**config.mk**
```make
export PLATFORM = sky130hd
export DESIGN_NAME = button_press_repeat_detector_unit
export DESIGN_NICKNAME = d
export VERILOG_FILES = /design/src/design/bprd_pkg.sv /design/src/design/button_press_repeat_detector_unit.sv /design/src/design/bprd_core.sv
export VERILOG_INCLUDE_DIRS = /design/src /design/src/design
export SDC_FILE = /design/constraint.sdc
export NUM_CORES = 1
export LEC_CHECK = 0
export BUFFER_PORTS_ARGS = -buffer_cell sky130_fd_sc_hd__buf_4
export CAP_MARGIN = 20
export CORE_MARGIN = 2
export CORE_UTILIZATION = 66
export DETAILED_ROUTE_END_ITERATION = 10
export MAX_ROUTING_LAYER = met4
export PLACE_DENSITY = 0.87
export SYNTH_ARGS = -nofsm -noshare
export SYNTH_HDL_FRONTEND = slang
export SYNTH_SLANG_ARGS = --single-unit
```
**constraint.sdc**
```tcl
create_clock -name clk -period 12.9 [get_ports clk]
set_input_delay 3.225 -clock clk [delete_from_list [all_inputs] [get_ports clk]]
set_output_delay 3.225 -clock clk [all_outputs]
set_load 0.005 [all_outputs]
```
**src/design/button_press_repeat_detector_unit_macros.svh**
```systemverilog
// ----------------------------------------------------------------------------
// button press repeat detector assertion macros
// concurrent assertion helpers, compiled out for synthesis
// ----------------------------------------------------------------------------
`ifndef BUTTON_PRESS_REPEAT_DETECTOR_UNIT_MACROS_SVH
`define BUTTON_PRESS_REPEAT_DETECTOR_UNIT_MACROS_SVH

`ifndef SYNTHESIS

// same-cycle implication
`define BPRD_ASSERT_NOW(lbl, clk, rst_n, ante, cons) \
	lbl: assert property (@(posedge clk) disable iff (!rst_n) (ante) |-> (cons)) \
		else $error("assertion failed");

// next-cycle implication
`define BPRD_ASSERT_NEXT(lbl, clk, rst_n, ante, cons) \
	lbl: assert property (@(posedge clk) disable iff (!rst_n) (ante) |=> (cons)) \
		else $error("assertion failed");

`else

`define BPRD_ASSERT_NOW(lbl, clk, rst_n, ante, cons)
`define BPRD_ASSERT_NEXT(lbl, clk, rst_n, ante, cons)

`endif

`endif

```
**src/design/bprd_pkg.sv**
```systemverilog
// ----------------------------------------------------------------------------
// bprd_pkg
// shared types and constants of the button press repeat detector
// ----------------------------------------------------------------------------
`default_nettype none

package bprd_pkg;

	// configuration register indexes
	localparam logic [1:0] CFG_ACTIVE_LEVEL  = 2'd0;
	localparam logic [1:0] CFG_PRESS_DELAY   = 2'd1;
	localparam logic [1:0] CFG_REPEAT_START  = 2'd2;
	localparam logic [1:0] CFG_REPEAT_PERIOD = 2'd3;

	// configuration reset values
	localparam logic        RST_ACTIVE_LEVEL  = 1'b0;
	localparam logic [15:0] RST_PRESS_DELAY   = 16'd50;
	localparam logic [15:0] RST_REPEAT_START  = 16'd1000;
	localparam logic [15:0] RST_REPEAT_PERIOD = 16'd100;

	// item kinds
	localparam logic KIND_UPDATE = 1'b0;
	localparam logic KIND_CLEAR  = 1'b1;

	typedef struct packed {
		logic        active_level;
		logic [15:0] press_delay_ms;
		logic [15:0] repeat_start_ms;
		logic [15:0] repeat_period_ms;
	} cfg_t;

	typedef struct packed {
		logic        kind;
		logic        button_level;
		logic [31:0] now_ms;
	} item_t;

	typedef struct packed {
		logic        fired;
		logic        evt_clicked;
		logic        evt_repeated;
		logic        evt_released;
		logic        st_pressed;
		logic        st_released;
		logic        st_repeated;
		logic [15:0] clicks;
	} result_t;

endpackage

`default_nettype wire

```
**src/design/button_press_repeat_detector_unit.sv**
```systemverilog
// ----------------------------------------------------------------------------
// button_press_repeat_detector_unit
// debounced button press detection with auto-repeat clicks
// ----------------------------------------------------------------------------
// Usage:
//   Input channel (in_valid/in_ready) takes one word per cycle: an update
//   carrying the raw pin level and a millisecond timestamp, or a clear of
//   the sticky event flags. Output channel (out_valid/out_ready) returns
//   exactly one result word per input word, in order.
//   Configuration channel (cfg_valid/cfg_ready) writes one register per
//   cycle, selected by cfg_index; cfg_ready is always high. Write it only
//   while no words are in flight.
//   Path: an accepted word sits in the input register; its result is
//   loaded into the result register, where it waits to be taken.
//   Throughput: one word per cycle while the receiver does not stall,
//   set by the combinational phase update between the input register
//   and the result register.
//   A stalled receiver holds the result register; one more word may wait
//   in the input register, after which in_ready drops.
//   Reset clears the phase machine, flags, click count and timer mark and
//   loads the default active level and hold times.
// ----------------------------------------------------------------------------
`default_nettype none

module button_press_repeat_detector_unit (
	input  wire logic        clk,
	input  wire logic        arst_n,
	// input channel
	input  wire logic        in_valid,
	output logic             in_ready,
	input  wire logic        kind,
	input  wire logic        button_level,
	input  wire logic [31:0] now_ms,
	// output channel
	output logic             out_valid,
	input  wire logic        out_ready,
	output logic             fired,
	output logic             evt_clicked,
	output logic             evt_repeated,
	output logic             evt_released,
	output logic             st_pressed,
	output logic             st_released,
	output logic             st_repeated,
	output logic [15:0]      clicks,
	// configuration channel
	input  wire logic        cfg_valid,
	output logic             cfg_ready,
	input  wire logic [1:0]  cfg_index,
	input  wire logic [15:0] cfg_data
);
	import bprd_pkg::*;

	cfg_t    cfg_q;
	item_t   item_s1;
	logic    valid_s1;
	result_t res;
	result_t res_q;
	logic    out_valid_q;
	logic    advance;
	logic    step;

	// handshake flow through the two register stages
	assign advance  = !out_valid_q || out_ready;
	assign in_ready = !valid_s1 || advance;
	assign step     = valid_s1 && advance;

	// configuration registers
	assign cfg_ready = 1'b1;

	always_ff @(posedge clk or negedge arst_n) begin
		if (!arst_n) begin
			cfg_q.active_level     <= RST_ACTIVE_LEVEL;
			cfg_q.press_delay_ms   <= RST_PRESS_DELAY;
			cfg_q.repeat_start_ms  <= RST_REPEAT_START;
			cfg_q.repeat_period_ms <= RST_REPEAT_PERIOD;
		end else if (cfg_valid && cfg_ready) begin
			case (cfg_index)
				CFG_ACTIVE_LEVEL:  cfg_q.active_level     <= cfg_data[0];
				CFG_PRESS_DELAY:   cfg_q.press_delay_ms   <= cfg_data;
				CFG_REPEAT_START:  cfg_q.repeat_start_ms  <= cfg_data;
				CFG_REPEAT_PERIOD: cfg_q.repeat_period_ms <= cfg_data;
				default: ;
			endcase
		end
	end

	// input register
	always_ff @(posedge clk or negedge arst_n) begin
		if (!arst_n) begin
			valid_s1 <= 1'b0;
		end else if (in_ready) begin
			valid_s1 <= in_valid;
		end
	end

	always_ff @(posedge clk) begin
		if (in_valid && in_ready) begin
			item_s1.kind         <= kind;
			item_s1.button_level <= button_level;
			item_s1.now_ms       <= now_ms;
		end
	end

	// phase machine and flags
	bprd_core u_core (
		.clk    (clk),
		.arst_n (arst_n),
		.step   (step),
		.item   (item_s1),
		.cfg    (cfg_q),
		.res    (res)
	);

	// result register
	always_ff @(posedge clk or negedge arst_n) begin
		if (!arst_n) begin
			out_valid_q <= 1'b0;
		end else if (advance) begin
			out_valid_q <= valid_s1;
		end
	end

	always_ff @(posedge clk) begin
		if (step) begin
			res_q <= res;
		end
	end

	// output ports
	assign out_valid    = out_valid_q;
	assign fired        = res_q.fired;
	assign evt_clicked  = res_q.evt_clicked;
	assign evt_repeated = res_q.evt_repeated;
	assign evt_released = res_q.evt_released;
	assign st_pressed   = res_q.st_pressed;
	assign st_released  = res_q.st_released;
	assign st_repeated  = res_q.st_repeated;
	assign clicks       = res_q.clicks;

endmodule

`default_nettype wire

```
**src/design/bprd_core.sv**
```systemverilog
// ----------------------------------------------------------------------------
// bprd_core
// press/repeat phase machine and flag state, one item per step
// ----------------------------------------------------------------------------
`default_nettype none

`include "button_press_repeat_detector_unit_macros.svh"

module bprd_core (
	input  wire logic             clk,
	input  wire logic             arst_n,
	input  wire logic             step,
	input  wire bprd_pkg::item_t  item,
	input  wire bprd_pkg::cfg_t   cfg,
	output bprd_pkg::result_t     res
);
	import bprd_pkg::*;

	typedef enum logic [1:0] {
		PH_WAIT,
		PH_PRESSED,
		PH_RSTART,
		PH_REPEAT
	} phase_t;

	phase_t      phase_q, phase_d;
	logic [31:0] mark_q, mark_d;
	logic        evt_clk_q, evt_rep_q, evt_rel_q;
	logic        evt_clk_d, evt_rep_d, evt_rel_d;
	logic        st_prs_q, st_rel_q, st_rep_q;
	logic        st_prs_d, st_rel_d, st_rep_d;
	logic [15:0] clicks_q, clicks_d;
	logic        fire;
	logic        down;
	logic [31:0] elapsed;
	logic [15:0] hold_ms;
	logic        hold_done;

	// hold time check against the last mark, wrapping subtraction
	assign down    = (item.button_level == cfg.active_level);
	assign elapsed = item.now_ms - mark_q;

	always_comb begin
		case (phase_q)
			PH_PRESSED: hold_ms = cfg.press_delay_ms;
			PH_RSTART:  hold_ms = cfg.repeat_start_ms;
			default:    hold_ms = cfg.repeat_period_ms;
		endcase
	end

	assign hold_done = (elapsed >= {16'd0, hold_ms});

	// next state for one item
	always_comb begin
		phase_d   = phase_q;
		mark_d    = mark_q;
		evt_clk_d = evt_clk_q;
		evt_rep_d = evt_rep_q;
		evt_rel_d = evt_rel_q;
		st_prs_d  = st_prs_q;
		st_rel_d  = st_rel_q;
		st_rep_d  = st_rep_q;
		clicks_d  = clicks_q;
		fire      = 1'b0;
		if (item.kind == KIND_CLEAR) begin
			evt_clk_d = 1'b0;
			evt_rep_d = 1'b0;
			evt_rel_d = 1'b0;
		end else begin
			case (phase_q)
				PH_WAIT: begin
					if (down) begin
						phase_d  = PH_PRESSED;
						mark_d   = item.now_ms;
						clicks_d = 16'd0;
					end
				end
				PH_PRESSED: begin
					if (down) begin
						if (hold_done) begin
							fire      = 1'b1;
							phase_d   = PH_RSTART;
							evt_clk_d = 1'b1;
							st_prs_d  = 1'b1;
						end
					end else begin
						phase_d = PH_WAIT;
						if (st_prs_q) begin
							evt_rel_d = 1'b1;
							st_rel_d  = 1'b1;
							st_prs_d  = 1'b0;
							st_rep_d  = 1'b0;
						end
					end
				end
				default: begin
					// repeat-start and repeating share the click path
					if (down) begin
						if (hold_done) begin
							fire      = 1'b1;
							phase_d   = PH_REPEAT;
							evt_clk_d = 1'b1;
							evt_rep_d = 1'b1;
							st_rep_d  = 1'b1;
						end
					end else begin
						phase_d = PH_PRESSED;
					end
				end
			endcase
			// every click restarts the hold timer and bumps the count
			if (fire) begin
				mark_d   = item.now_ms;
				clicks_d = clicks_q + 16'd1;
			end
		end
	end

	// state registers
	always_ff @(posedge clk or negedge arst_n) begin
		if (!arst_n) begin
			phase_q   <= PH_WAIT;
			mark_q    <= 32'd0;
			evt_clk_q <= 1'b0;
			evt_rep_q <= 1'b0;
			evt_rel_q <= 1'b0;
			st_prs_q  <= 1'b0;
			st_rel_q  <= 1'b0;
			st_rep_q  <= 1'b0;
			clicks_q  <= 16'd0;
		end else if (step) begin
			phase_q   <= phase_d;
			mark_q    <= mark_d;
			evt_clk_q <= evt_clk_d;
			evt_rep_q <= evt_rep_d;
			evt_rel_q <= evt_rel_d;
			st_prs_q  <= st_prs_d;
			st_rel_q  <= st_rel_d;
			st_rep_q  <= st_rep_d;
			clicks_q  <= clicks_d;
		end
	end

	// result word shows the state after the item
	always_comb begin
		res.fired        = fire;
		res.evt_clicked  = evt_clk_d;
		res.evt_repeated = evt_rep_d;
		res.evt_released = evt_rel_d;
		res.st_pressed   = st_prs_d;
		res.st_released  = st_rel_d;
		res.st_repeated  = st_rep_d;
		res.clicks       = clicks_d;
	end

	// a click always advances the count by one
	`BPRD_ASSERT_NOW(a_fire_counts, clk, arst_n, fire, clicks_d == clicks_q + 16'd1)
	// no click while waiting for a press
	`BPRD_ASSERT_NOW(a_wait_no_fire, clk, arst_n, phase_q == PH_WAIT, !fire)
	// a clear word empties the sticky events
	`BPRD_ASSERT_NEXT(a_clear_events, clk, arst_n, step && item.kind == KIND_CLEAR,
		!evt_clk_q && !evt_rep_q && !evt_rel_q)
	// released status is never dropped
	`BPRD_ASSERT_NEXT(a_released_sticks, clk, arst_n, st_rel_q, st_rel_q)
	// state only moves on a step
	`BPRD_ASSERT_NEXT(a_hold_idle, clk, arst_n, !step, $stable(clicks_q) && $stable(mark_q))

endmodule

`default_nettype wire
```
* After elaboration in Yosys (flattened, before gate mapping)
Cells that the tools add are included.
** Word-level totals
- Register bits after elaboration :: 164
- Input bits :: 57
- Output and inout bits :: 26
- Word-level logic and storage cells :: 100
** Cells by class
- $add $sub $neg :: 2
- $lt $le $gt $ge :: 1
- Equal/unequal tests :: 9
- Mux-type cells :: 44
- Bitwise logic cells :: 1
- Reduce and logical (&&, ||, !) cells :: 17
** Operators with widths (number)
- $mux W32 :: 3
- $mux W16 :: 4
- $ge A32 B16 Y1 :: 1
- $pmux W16 S2 :: 1
- $sub A32 B32 Y32 :: 1
- $mux W1 :: 29
- $add A16 B1 Y16 const B :: 1
- $mux W2 :: 5
- $reduce_and A2 Y1 :: 4
- $eq A2 B2 Y1 const B :: 3
- $ne A3 B3 Y1 const B :: 2
- $reduce_and A5 Y1 :: 1
- $eq A2 B1 Y1 const B :: 2
- $logic_not A2 Y1 :: 2
- $pmux W2 S2 :: 1
- $reduce_and A4 Y1 :: 1
- $reduce_bool A2 Y1 :: 2
- $logic_and A1 B1 Y1 :: 2
- $logic_not A1 Y1 :: 2
- $logic_or A1 B1 Y1 :: 2
- $ne A2 B1 Y1 const B :: 1
- $pmux W1 S2 :: 1
- $reduce_or A2 Y1 :: 1
- $eq A1 B1 Y1 :: 1
- $not A1 Y1 :: 1

* Longest topological paths before layout
Gate-level depths: netlist (run 1).
- Depth after elaboration :: 9
- Depth in mapped cells :: 24
- Gate-level depth less buffers :: 21

* By module
From an unflattened synthesis (run 1), not the netlist that was laid out.
** Second synthesis, totals
- Cell total of the unflattened synthesis :: 920
- Area total of the unflattened synthesis :: 9805.7 sq um
** Modules (own cells, without submodules)
- bprd_core :: times used 1, cells each 748, area an instance 6064.6 sq um, sequential area each 1401.3 sq um
- button_press_repeat_detector_unit :: times used 1, cells each 172, area an instance 3741.1 sq um, sequential area each 3002.9 sq um

* Worst setup path after synthesis (run 1)
Ideal clock, no wire load.
- Kind :: in2out
- Start point :: input port out_ready
- End point :: output port in_ready
- Data arrival time :: 3.399 ns
- Required time :: 9.675 ns
- Slack :: 6.276 ns
- Stages on the path :: 1
- Buffers on the path :: 0
- Path through :: nand3b_1
** On the way
- Longest elaborated chain between the ends :: 2
** Ends and longest elaborated chain
- from (decl) :: RTL line button_press_repeat_detector_unit.sv:36 : input wire logic out_ready,
- $logic_or A1 B1 Y1 :: RTL line button_press_repeat_detector_unit.sv:63 : assign advance = !out_valid_q || out_ready;
- $logic_or A1 B1 Y1 :: RTL line button_press_repeat_detector_unit.sv:64 : assign in_ready = !valid_s1 || advance;
- to (decl) :: RTL line button_press_repeat_detector_unit.sv:30 : output logic in_ready,
No other way between the ends.

* Worst setup path after layout (run 1)
Same ends and word-level chain as after synthesis.

==> impl_metrics.yaml, run 1 <==
status:
  run_status: "finished, final reports clean"
clocking:
  hold_buffers: 0
  cts.sinks: 164
  post_cts_buffers: 0
  clockRootBuffer: "clkbuf_16"
  cts_resized: 0
  clock_path_buffers: 2
  clk_pin_slew_ps: 70
  cts_tree: "yes"
  cts_made_buffers: 17
  htreeDepth: 4
  worstSkewPairLatency_ps: 440
sta:
  slew_headroom: 0.326
  setup_violations: 0
  fin_setup_tns_ps: 0
  drv_slew: 0
  finalClockSkew_ps: 12.6
  rsz0062_at_grt: "false"
  finalHoldViolCount: 0
  tightest_slew_ps: 1010
  finalCritPeriodShare: 0.538
  finalWorstPathRequiredPeriod_ps: 6940
  setup_ws_ps: 5960
  clock.fmax_ghz: 0.144
  finalHoldWorstSlack_ps: 494
drt:
  first_pass_iters: 6
  vias_per_cell: 6.55
  vias: 8809
  antenna_left: 0
  drc: 0
  dr.first_iter.drc_count: 882
  avgRoutedWirePerCell_um: 18.5
  routed_wl_um: 24800
setup_path:
  cp_max_fo: 3
  r2r_end: "u_core.clicks_q[15]"
  endpoint_kind: "output pin"
  path_class: "in -> out"
  crit_arrival_ps: 3710
  rr_worst_depth: 19
  critPathLaunchType: "primary input"
  r2r_start: "u_core.mark_q[0]"
  reg2reg_slack_ps: 6790
  critPathRequiredTime_ps: 9680
finish:
  final_net_count: 1230
  final_common_cell: "nand2_1"
  stdcell_count: 1345
  area_growth_pct: 11.9
  drive_gt1_frac: 0.212
  antenna_cells: 0
  mostFrequentLayoutCells: "nand2_1, dfrtp_1, buf_4, mux2_2, nand3_1"
  fin_util: 0.760
power:
  peakVddDrop_v: 0.000140
  p_per_area_nw_per_um2: 235
  leakagePower_nw: 4.60
worst_hold_path:
  worstHoldStart: "u_core.evt_clk_q"
  min_to: "u_core.evt_clk_q"
  whs_path_depth: 2
  hold_path_class: "reg -> reg"
floorplanning:
  coreArea_um2: 15300
  io_pins: 83
  initial_core_util: 0.679
  placementRows: 45
  fp.dieH_um: 130
  die_x_um: 130
  dieArea_um2: 16800
yosys:
  synth_top_area_frac: 0.229
  ys_seq_elements: 164
  avgSynthCellArea_um2: 9.65
  yosysTopAreaCell: "dfrtp_1"
  synth_cells: 1078
  yosys_warnings: 0
  synthTopCellsByArea: "dfrtp_1, edfxtp_1, mux2_2, ha_1, nand2_1"
  synth_cell_types: 83
  synth-main-ff-cell: "dfrtp_1"
  syn_area_um2: 10400
  ys_seq_area_frac: 0.423
  syn_nets: 1187
  synth_edf_count: 57
  synthArstFlopShare: 0.652
place:
  gp_congestion: 1.01
  dpl_worst_slack_ps: 5960
  dp.cells: 1312
  port_buffers: 81
  hpwl_um: 16600
grt:
  grt_pass1_wl_um: 40200
  antenna_found_initial: 0
  grt_pass1_vias: 8197
  track_usage: 0.312
  grt_max_degree: 104
  grt-ovfl-total: 0
job:
  max_cap_viol_count: 0
==> registers in the layout, indices dropped and copies added, names as in the netlist <==
signal / count
u_core.st_rel_q: 1
u_core.evt_rel_q: 1
evt_released: 1
valid_s1: 1
u_core.phase_q: 2
u_core.evt_rep_q: 1
fired: 1
out_valid: 1
u_core.st_prs_q: 1
evt_clicked: 1
item_s1: 34
st_released: 1
u_core.mark_q: 32
evt_repeated: 1
cfg_q: 49
clicks: 16
st_repeated: 1
u_core.evt_clk_q: 1
st_pressed: 1
u_core.clicks_q: 16
u_core.st_rep_q: 1
==> per-layer routing <==
layer / up-vias / part of all wire / global-route usage
met5: - / 0 / -
met4: 0 / 0.025 / 0.0999
met3: 61 / 0.068 / 0.0553
met2: 380 / 0.48 / 0.497
met1: 4263 / 0.42 / 0.411
li1: 4105 / - / -
==> critical path: stages <==
cell	delay, ps
buf_4	110
nand3b_1	200
buf_4	170
==> power by group <==
group / total [W] / internal (W) / switching (W) / leakage, nW
Combinational: 0.00143 / 0.000554 / 0.000873 / 2.51
Sequential: 0.000789 / 0.000692 / 0.0000968 / 1.79
Clock: 0.000513 / 0.000264 / 0.000249 / 0.296
==> worst max path at each step <==
stage | to | slack, ps | start
global placement | in_ready | 6020 | out_ready
CTS | in_ready | 5960 | out_ready
detailed placement | in_ready | 5960 | out_ready
finish | in_ready | 5960 | out_ready
global route | in_ready | 5940 | out_ready
floorplan | in_ready | 6280 | out_ready
==> cell usage after synthesis, drive strengths merged (17+ instances only) <==
master  number
o211ai      36
inv         51
ha          51
nor3        17
nor2        46
a22oi       17
buf         21
a21oi       58
clkbuf      43
nand3       76
o21ai       60
nand2      140
mux2        80
dfrtp       95
edfxtp      57
==> area by class of cell <==
class | instances | area [um^2]
Multi-Input combinational cell | 798 | 5490
Sequential cell | 164 | 4400
Fill cell | 1069 | 3680
Timing Repair Buffer | 88 | 673
Clock buffer | 17 | 425
Tap cell | 211 | 264
Inverter | 52 | 195
Clock inverter | 15 | 181
==> stage by stage <==
| stage | area, um^2 | total power, W |
|---|---|---|
| 4_1_cts | 11600 | 0.00271 |
| 5_1_grt | 11600 | 0.00292 |
| 6_report | 11600 | 0.00273 |
| 3_3_place_gp | 11000 | 0.00211 |
| 2_1_floorplan | 10400 | 0.00182 |
| 3_5_place_dp | 11000 | 0.00218 |
==> cells by family (layout without fill, tap and decap cells) <==
kind of cell	after synthesis	count (layout)	synth area share
compound gates	279	279	0.186
flops	164	164	0.423
other cells	1	1	0.000361
simple gates	362	362	0.169
mux	85	85	0.0918
buf+inv	116	172	0.0497
fa+ha+maj	52	52	0.0633
xor+xnor	19	19	0.0160
Power figures use the tool's default switching activity.
==> run 2: changes to the inputs <==
Settings changed: CORE_UTILIZATION 66 to 55, PLACE_DENSITY 0.87 to 0.77.
Clock period 12.9 ns to 6.1 ns, I/O delays scaled along.
==> impl_metrics.yaml, run 2 (synthesized netlist as in run 1, its figures left out) <==
drt:
  drc: 0
  vias_per_cell: 6.19
  antenna_left: 0
  avgRoutedWirePerCell_um: 17.6
  first_pass_iters: 5
  vias: 8493
  routed_wl_um: 24100
  dr.first_iter.drc_count: 691
finish:
  largest_register_ffs: 49
  area_growth_pct: 12.0
  final_common_cell: "nand2_1"
  multi_input_area_um2: 5490
  seq_area_um2: 4400
  antenna_cells: 0
  final_net_count: 1235
  drive_gt1_frac: 0.212
  reg_top3: "cfg_q x49, item_s1 x34, u_core.mark_q x32"
  mostFrequentLayoutCells: "nand2_1, dfrtp_1, buf_4, mux2_2, nand3_1"
  largest-register: "cfg_q"
  fill_cells: 1553
floorplanning:
  placementRows: 50
  fp.dieH_um: 142
  dieArea_um2: 20000
  die_x_um: 142
  coreArea_um2: 18600
  io_pins: 83
  initial_core_util: 0.558
clocking:
  cts_tree: "yes"
  htreeDepth: 4
  cts.sinks: 164
  clock_path_buffers: 2
  post_cts_buffers: 0
  hold_buffers: 0
  clockRootBuffer: "clkbuf_16"
  worstSkewPairLatency_ps: 450
  clk_pin_slew_ps: 70
  cts_resized: 0
  cts_made_buffers: 17
setup_path:
  reg2reg_slack_ps: 540
  cp_max_fo: 25
  critPathLaunchType: "flip-flop"
  path_class: "reg -> reg"
  r2r_end: "clicks[8]"
  endpoint_kind: "flip-flop"
  critPathRequiredTime_ps: 6290
  r2r_start: "u_core.mark_q[0]"
  crit_arrival_ps: 5750
  rr_worst_depth: 21
worst_hold_path:
  worstHoldStart: "valid_s1"
  whs_path_depth: 1
  min_to: "out_valid"
  hold_path_class: "reg -> reg"
power:
  leakagePower_nw: 4.60
  peakVddDrop_v: 0.000264
  p_total_w: 0.00567
  power_frac_seq: 0.293
  clock_power_share: 0.186
  p_int_w: 0.00320
  netSwitchingPower_w: 0.00247
  combPwrFrac: 0.521
  netSwitchingFraction: 0.435
  p_per_area_nw_per_um2: 486
sta:
  drv_slew: 0
  tightest_slew_ps: 1020
  finalHoldViolCount: 0
  finalHoldWorstSlack_ps: 488
  fin_setup_tns_ps: 0
  slew_headroom: 0.320
  clock.fmax_ghz: 0.180
  setup_violations: 0
  rsz0062_at_grt: "false"
  finalCritPeriodShare: 0.911
  finalWorstPathRequiredPeriod_ps: 5560
  finalClockSkew_ps: 14.9
grt:
  track_usage: 0.258
  grt-ovfl-total: 0
  grt_max_degree: 104
  grt_pass1_vias: 8134
  antenna_found_initial: 0
  grt_pass1_wl_um: 40300
place:
  hpwl_um: 16800
  port_buffers: 81
  gp_congestion: 0.961
status:
  run_status: "finished, final reports clean"
job:
  max_cap_viol_count: 0
-- run 2: cell types whose count changed in the layout (fill, tap and decap cells not counted), moves of 2 or more --
| cell | previous run | this run |
|---|---|---|
| inv_8 | 5 | 3 |
| clkinv_8 | 4 | 0 |
| buf_4 | 87 | 93 |
| clkinv_1 | 1 | 3 |
-- run 2: per-layer routing --
metal,routed length (um),GRT usage
met5,0,-
met4,632,0.0921
met3,1270,0.0456
met2,11200,0.403
met1,11000,0.341
-- run 2: power groups by stage --
stage	logic (W)	registers [W]	clock network, W
finish	0.00295	0.00166	0.00105
floorplan	0.00222	0.00163	0
global route	0.00332	0.00170	0.00112
CTS	0.00293	0.00166	0.00107
detailed placement	0.00291	0.00168	0
global placement	0.00285	0.00166	0
-- run 2: per-stage QoR --
stage	std cells	instance area (um^2)	setup slack, ps	utilization
finish	1373	11600	540	0.625
global route	1373	11600	149	0.625
CTS	1373	11600	530	0.625
detailed placement	1341	11100	559	0.594
global placement	1341	11100	729	0.594
floorplan	1078	10400	1350	-
-- run 2: worst max-delay path, stage by stage, from the launching register on --
cell and delay [ps]:
dfrtp_1 410, ha_1 220, fa_1 410, nand2b_1 210, a21oi_2 200, o21ai_2 150
o21ai_0 280, nand3_1 120, nand2_1 110, xor2_1 70, ha_1 210, a211oi_1 220
nor2_1 80, a211oi_1 270, o2111ai_1 150, a2111o_1 410, a2111oi_2 270, o2111ai_2 430
nor2_8 410, buf_4 350, mux2i_1 230, nand3_1 80
-- run 2: how the worst max path moves through the flow --
stage / end / slack, ps / startpoint / depth (start not counted)
detailed placement: clicks[8] / 560 / u_core.mark_q[0] / 21
global route: clicks[8] / 150 / u_core.mark_q[0] / 21
floorplan: clicks[1] / 1350 / u_core.mark_q[0] / 20
global placement: clicks[8] / 730 / u_core.mark_q[0] / 19
CTS: clicks[8] / 530 / u_core.mark_q[0] / 21
finish: clicks[8] / 540 / u_core.mark_q[0] / 21
-- run 2: layout make-up --
type | instances | share of cell area
multi-input combinational | 798 | 0.471
sequential | 164 | 0.378
timing repair buffer | 93 | 0.0599
clock buffer | 18 | 0.0368
tap | 234 | 0.0251
inverter | 52 | 0.0168
clock inverter | 14 | 0.0120
==> run 3: changes to the inputs <==
--- a/config.mk
+++ b/config.mk
@@ -9,5 +9,5 @@
 export BUFFER_PORTS_ARGS = -buffer_cell sky130_fd_sc_hd__buf_4
 export CAP_MARGIN = 20
-export CORE_MARGIN = 2
+export CORE_MARGIN = 5
 export CORE_UTILIZATION = 55
 export DETAILED_ROUTE_END_ITERATION = 10
==> constraint.sdc (replaced) <==
create_clock -name clk -period 6.1 [get_ports clk]
set_input_delay 0.61 -clock clk [delete_from_list [all_inputs] [get_ports clk]]
set_output_delay 0.61 -clock clk [all_outputs]
set_load 0.005 [all_outputs]
==> impl_metrics.yaml, run 3 (synthesized netlist as in run 1, its figures left out) <==
sta:
  drv_slew: 0
  clock.fmax_ghz: 0.181
  setup_ws_ps: 574
  rsz0062_at_grt: "false"
  finalWorstPathRequiredPeriod_ps: 5530
  tightest_slew_ps: 1020
  finalHoldViolCount: 0
  setup_violations: 0
  fin_setup_tns_ps: 0
  finalCritPeriodShare: 0.906
  finalHoldWorstSlack_ps: 194
  slew_headroom: 0.319
  finalClockSkew_ps: 10.7
place:
  port_buffers: 81
  dp.cells: 1342
  hpwl_um: 17400
  gp_congestion: 0.949
  dpl_worst_slack_ps: 606
grt:
  grt-ovfl-total: 0
  grt_pass1_wl_um: 41600
  grt_pass1_vias: 8369
  track_usage: 0.241
  grt_max_degree: 104
  antenna_found_initial: 0
power:
  netSwitchingPower_w: 0.00250
  power_frac_seq: 0.292
  peakVddDrop_v: 0.000242
  p_per_area_nw_per_um2: 487
  combPwrFrac: 0.525
  netSwitchingFraction: 0.439
  leakagePower_nw: 4.62
  p_int_w: 0.00320
  clock_power_share: 0.183
drt:
  antenna_left: 0
  vias_per_cell: 6.24
  avgRoutedWirePerCell_um: 18.1
  dr.first_iter.drc_count: 638
  routed_wl_um: 24900
  drc: 0
  first_pass_iters: 6
  vias: 8567
setup_path:
  critPathRequiredTime_ps: 6430
  crit_arrival_ps: 5860
  crit_buf_inv: 1
  path_class: "reg -> reg"
  critical-path-top-delay-family: "compound AO/OA/AOI/OAI gates"
  crit_chain: "ha_1, fa_1, nand2b_1, a21oi_2, o21ai_2, o21ai_0, nand3_1, nand2_1, xor2_1, ha_1, a211oi_1, nor2_1, a211oi_1, o2111ai_1, a2111o_1, a2111oi_2, o2111ai_2, nor2_8, buf_12, mux2_2, o211ai_1"
  slowest_delay_ps: 530
  cp_max_fo: 31
  critPathLaunchType: "flip-flop"
  cpMaxStageDelayCell: "nor2_8"
  endpoint_kind: "flip-flop"
clocking:
  worstSkewPairLatency_ps: 440
  cts.sinks: 164
  post_cts_buffers: 0
  cts_resized: 0
  cts_tree: "yes"
  clockRootBuffer: "clkbuf_16"
  hold_buffers: 0
  clock_path_buffers: 2
  clk_pin_slew_ps: 70
  cts_made_buffers: 17
  htreeDepth: 4
finish:
  largest_register_ffs: 49
  reg_top3: "cfg_q x49, item_s1 x34, u_core.mark_q x32"
  mostFrequentLayoutCells: "nand2_1, dfrtp_1, buf_4, mux2_2, nand3_1"
  fin_util: 0.626
  fill_cells: 1604
  area_growth_pct: 12.3
  antenna_cells: 0
  final_common_cell: "nand2_1"
  final_net_count: 1236
  stdcell_count: 1374
  largest-register: "cfg_q"
  drive_gt1_frac: 0.213
floorplanning:
  fp.dieH_um: 148
  io_pins: 83
  die_x_um: 148
  initial_core_util: 0.558
  placementRows: 50
  dieArea_um2: 21800
  coreArea_um2: 18600
status:
  run_status: "finished, final reports clean"
job:
  max_cap_viol_count: 0
worst_hold_path:
  hold_path_class: "in -> async"
==> run 3: layout make-up <==
type	count	area, um^2	share of cell area
Clock inverter	12	109	0.00932
Tap cell	234	293	0.0251
Inverter	52	195	0.0167
Timing Repair Buffer	94	731	0.0626
Multi-Input combinational cell	798	5490	0.470
Sequential cell	164	4400	0.377
Clock buffer	20	458	0.0392
==> run 3: metrics by stage <==
step                      power (W)  area (um^2)
after detailed placement    0.00462        11100
after global routing        0.00616        11700
final                       0.00569        11700
after global placement      0.00453        11100
after floorplan             0.00385        10400
after CTS                   0.00569        11700
==> run 3: final timing paths <==
check                                           end  cells past startpoint  slack [ps]             start
worst max-delay path              u_core.mark_q[23]                     21         570  u_core.mark_q[0]
worst min-delay path            u_core.clicks_q[13]                      1         190            arst_n
worst max register to register    u_core.mark_q[23]                     21         570  u_core.mark_q[0]
worst min register to register     u_core.evt_clk_q                      2         480  u_core.evt_clk_q
max in group asynchronous        u_core.clicks_q[7]                      2        4640            arst_n
min in group clk                         item_s1[9]                      1         350         now_ms[9]
==> run 3: per-layer routing <==
metal / global-route usage / vias up / part of all wire
li1: - / 4103 / -
met1: 0.314 / 4170 / 0.45
met2: 0.384 / 246 / 0.48
met3: 0.0331 / 48 / 0.044
met4: 0.0946 / 0 / 0.027
met5: - / - / 0
==> run 3: power by group through the flow <==
stage | Sequential [W] | Clock (W) | Combinational, W
3_3_place_gp | 0.00166 | 0 | 0.00287
3_5_place_dp | 0.00168 | 0 | 0.00294
4_1_cts | 0.00166 | 0.00106 | 0.00297
5_1_grt | 0.00170 | 0.00111 | 0.00335
2_1_floorplan | 0.00163 | 0 | 0.00222
6_report | 0.00166 | 0.00104 | 0.00299
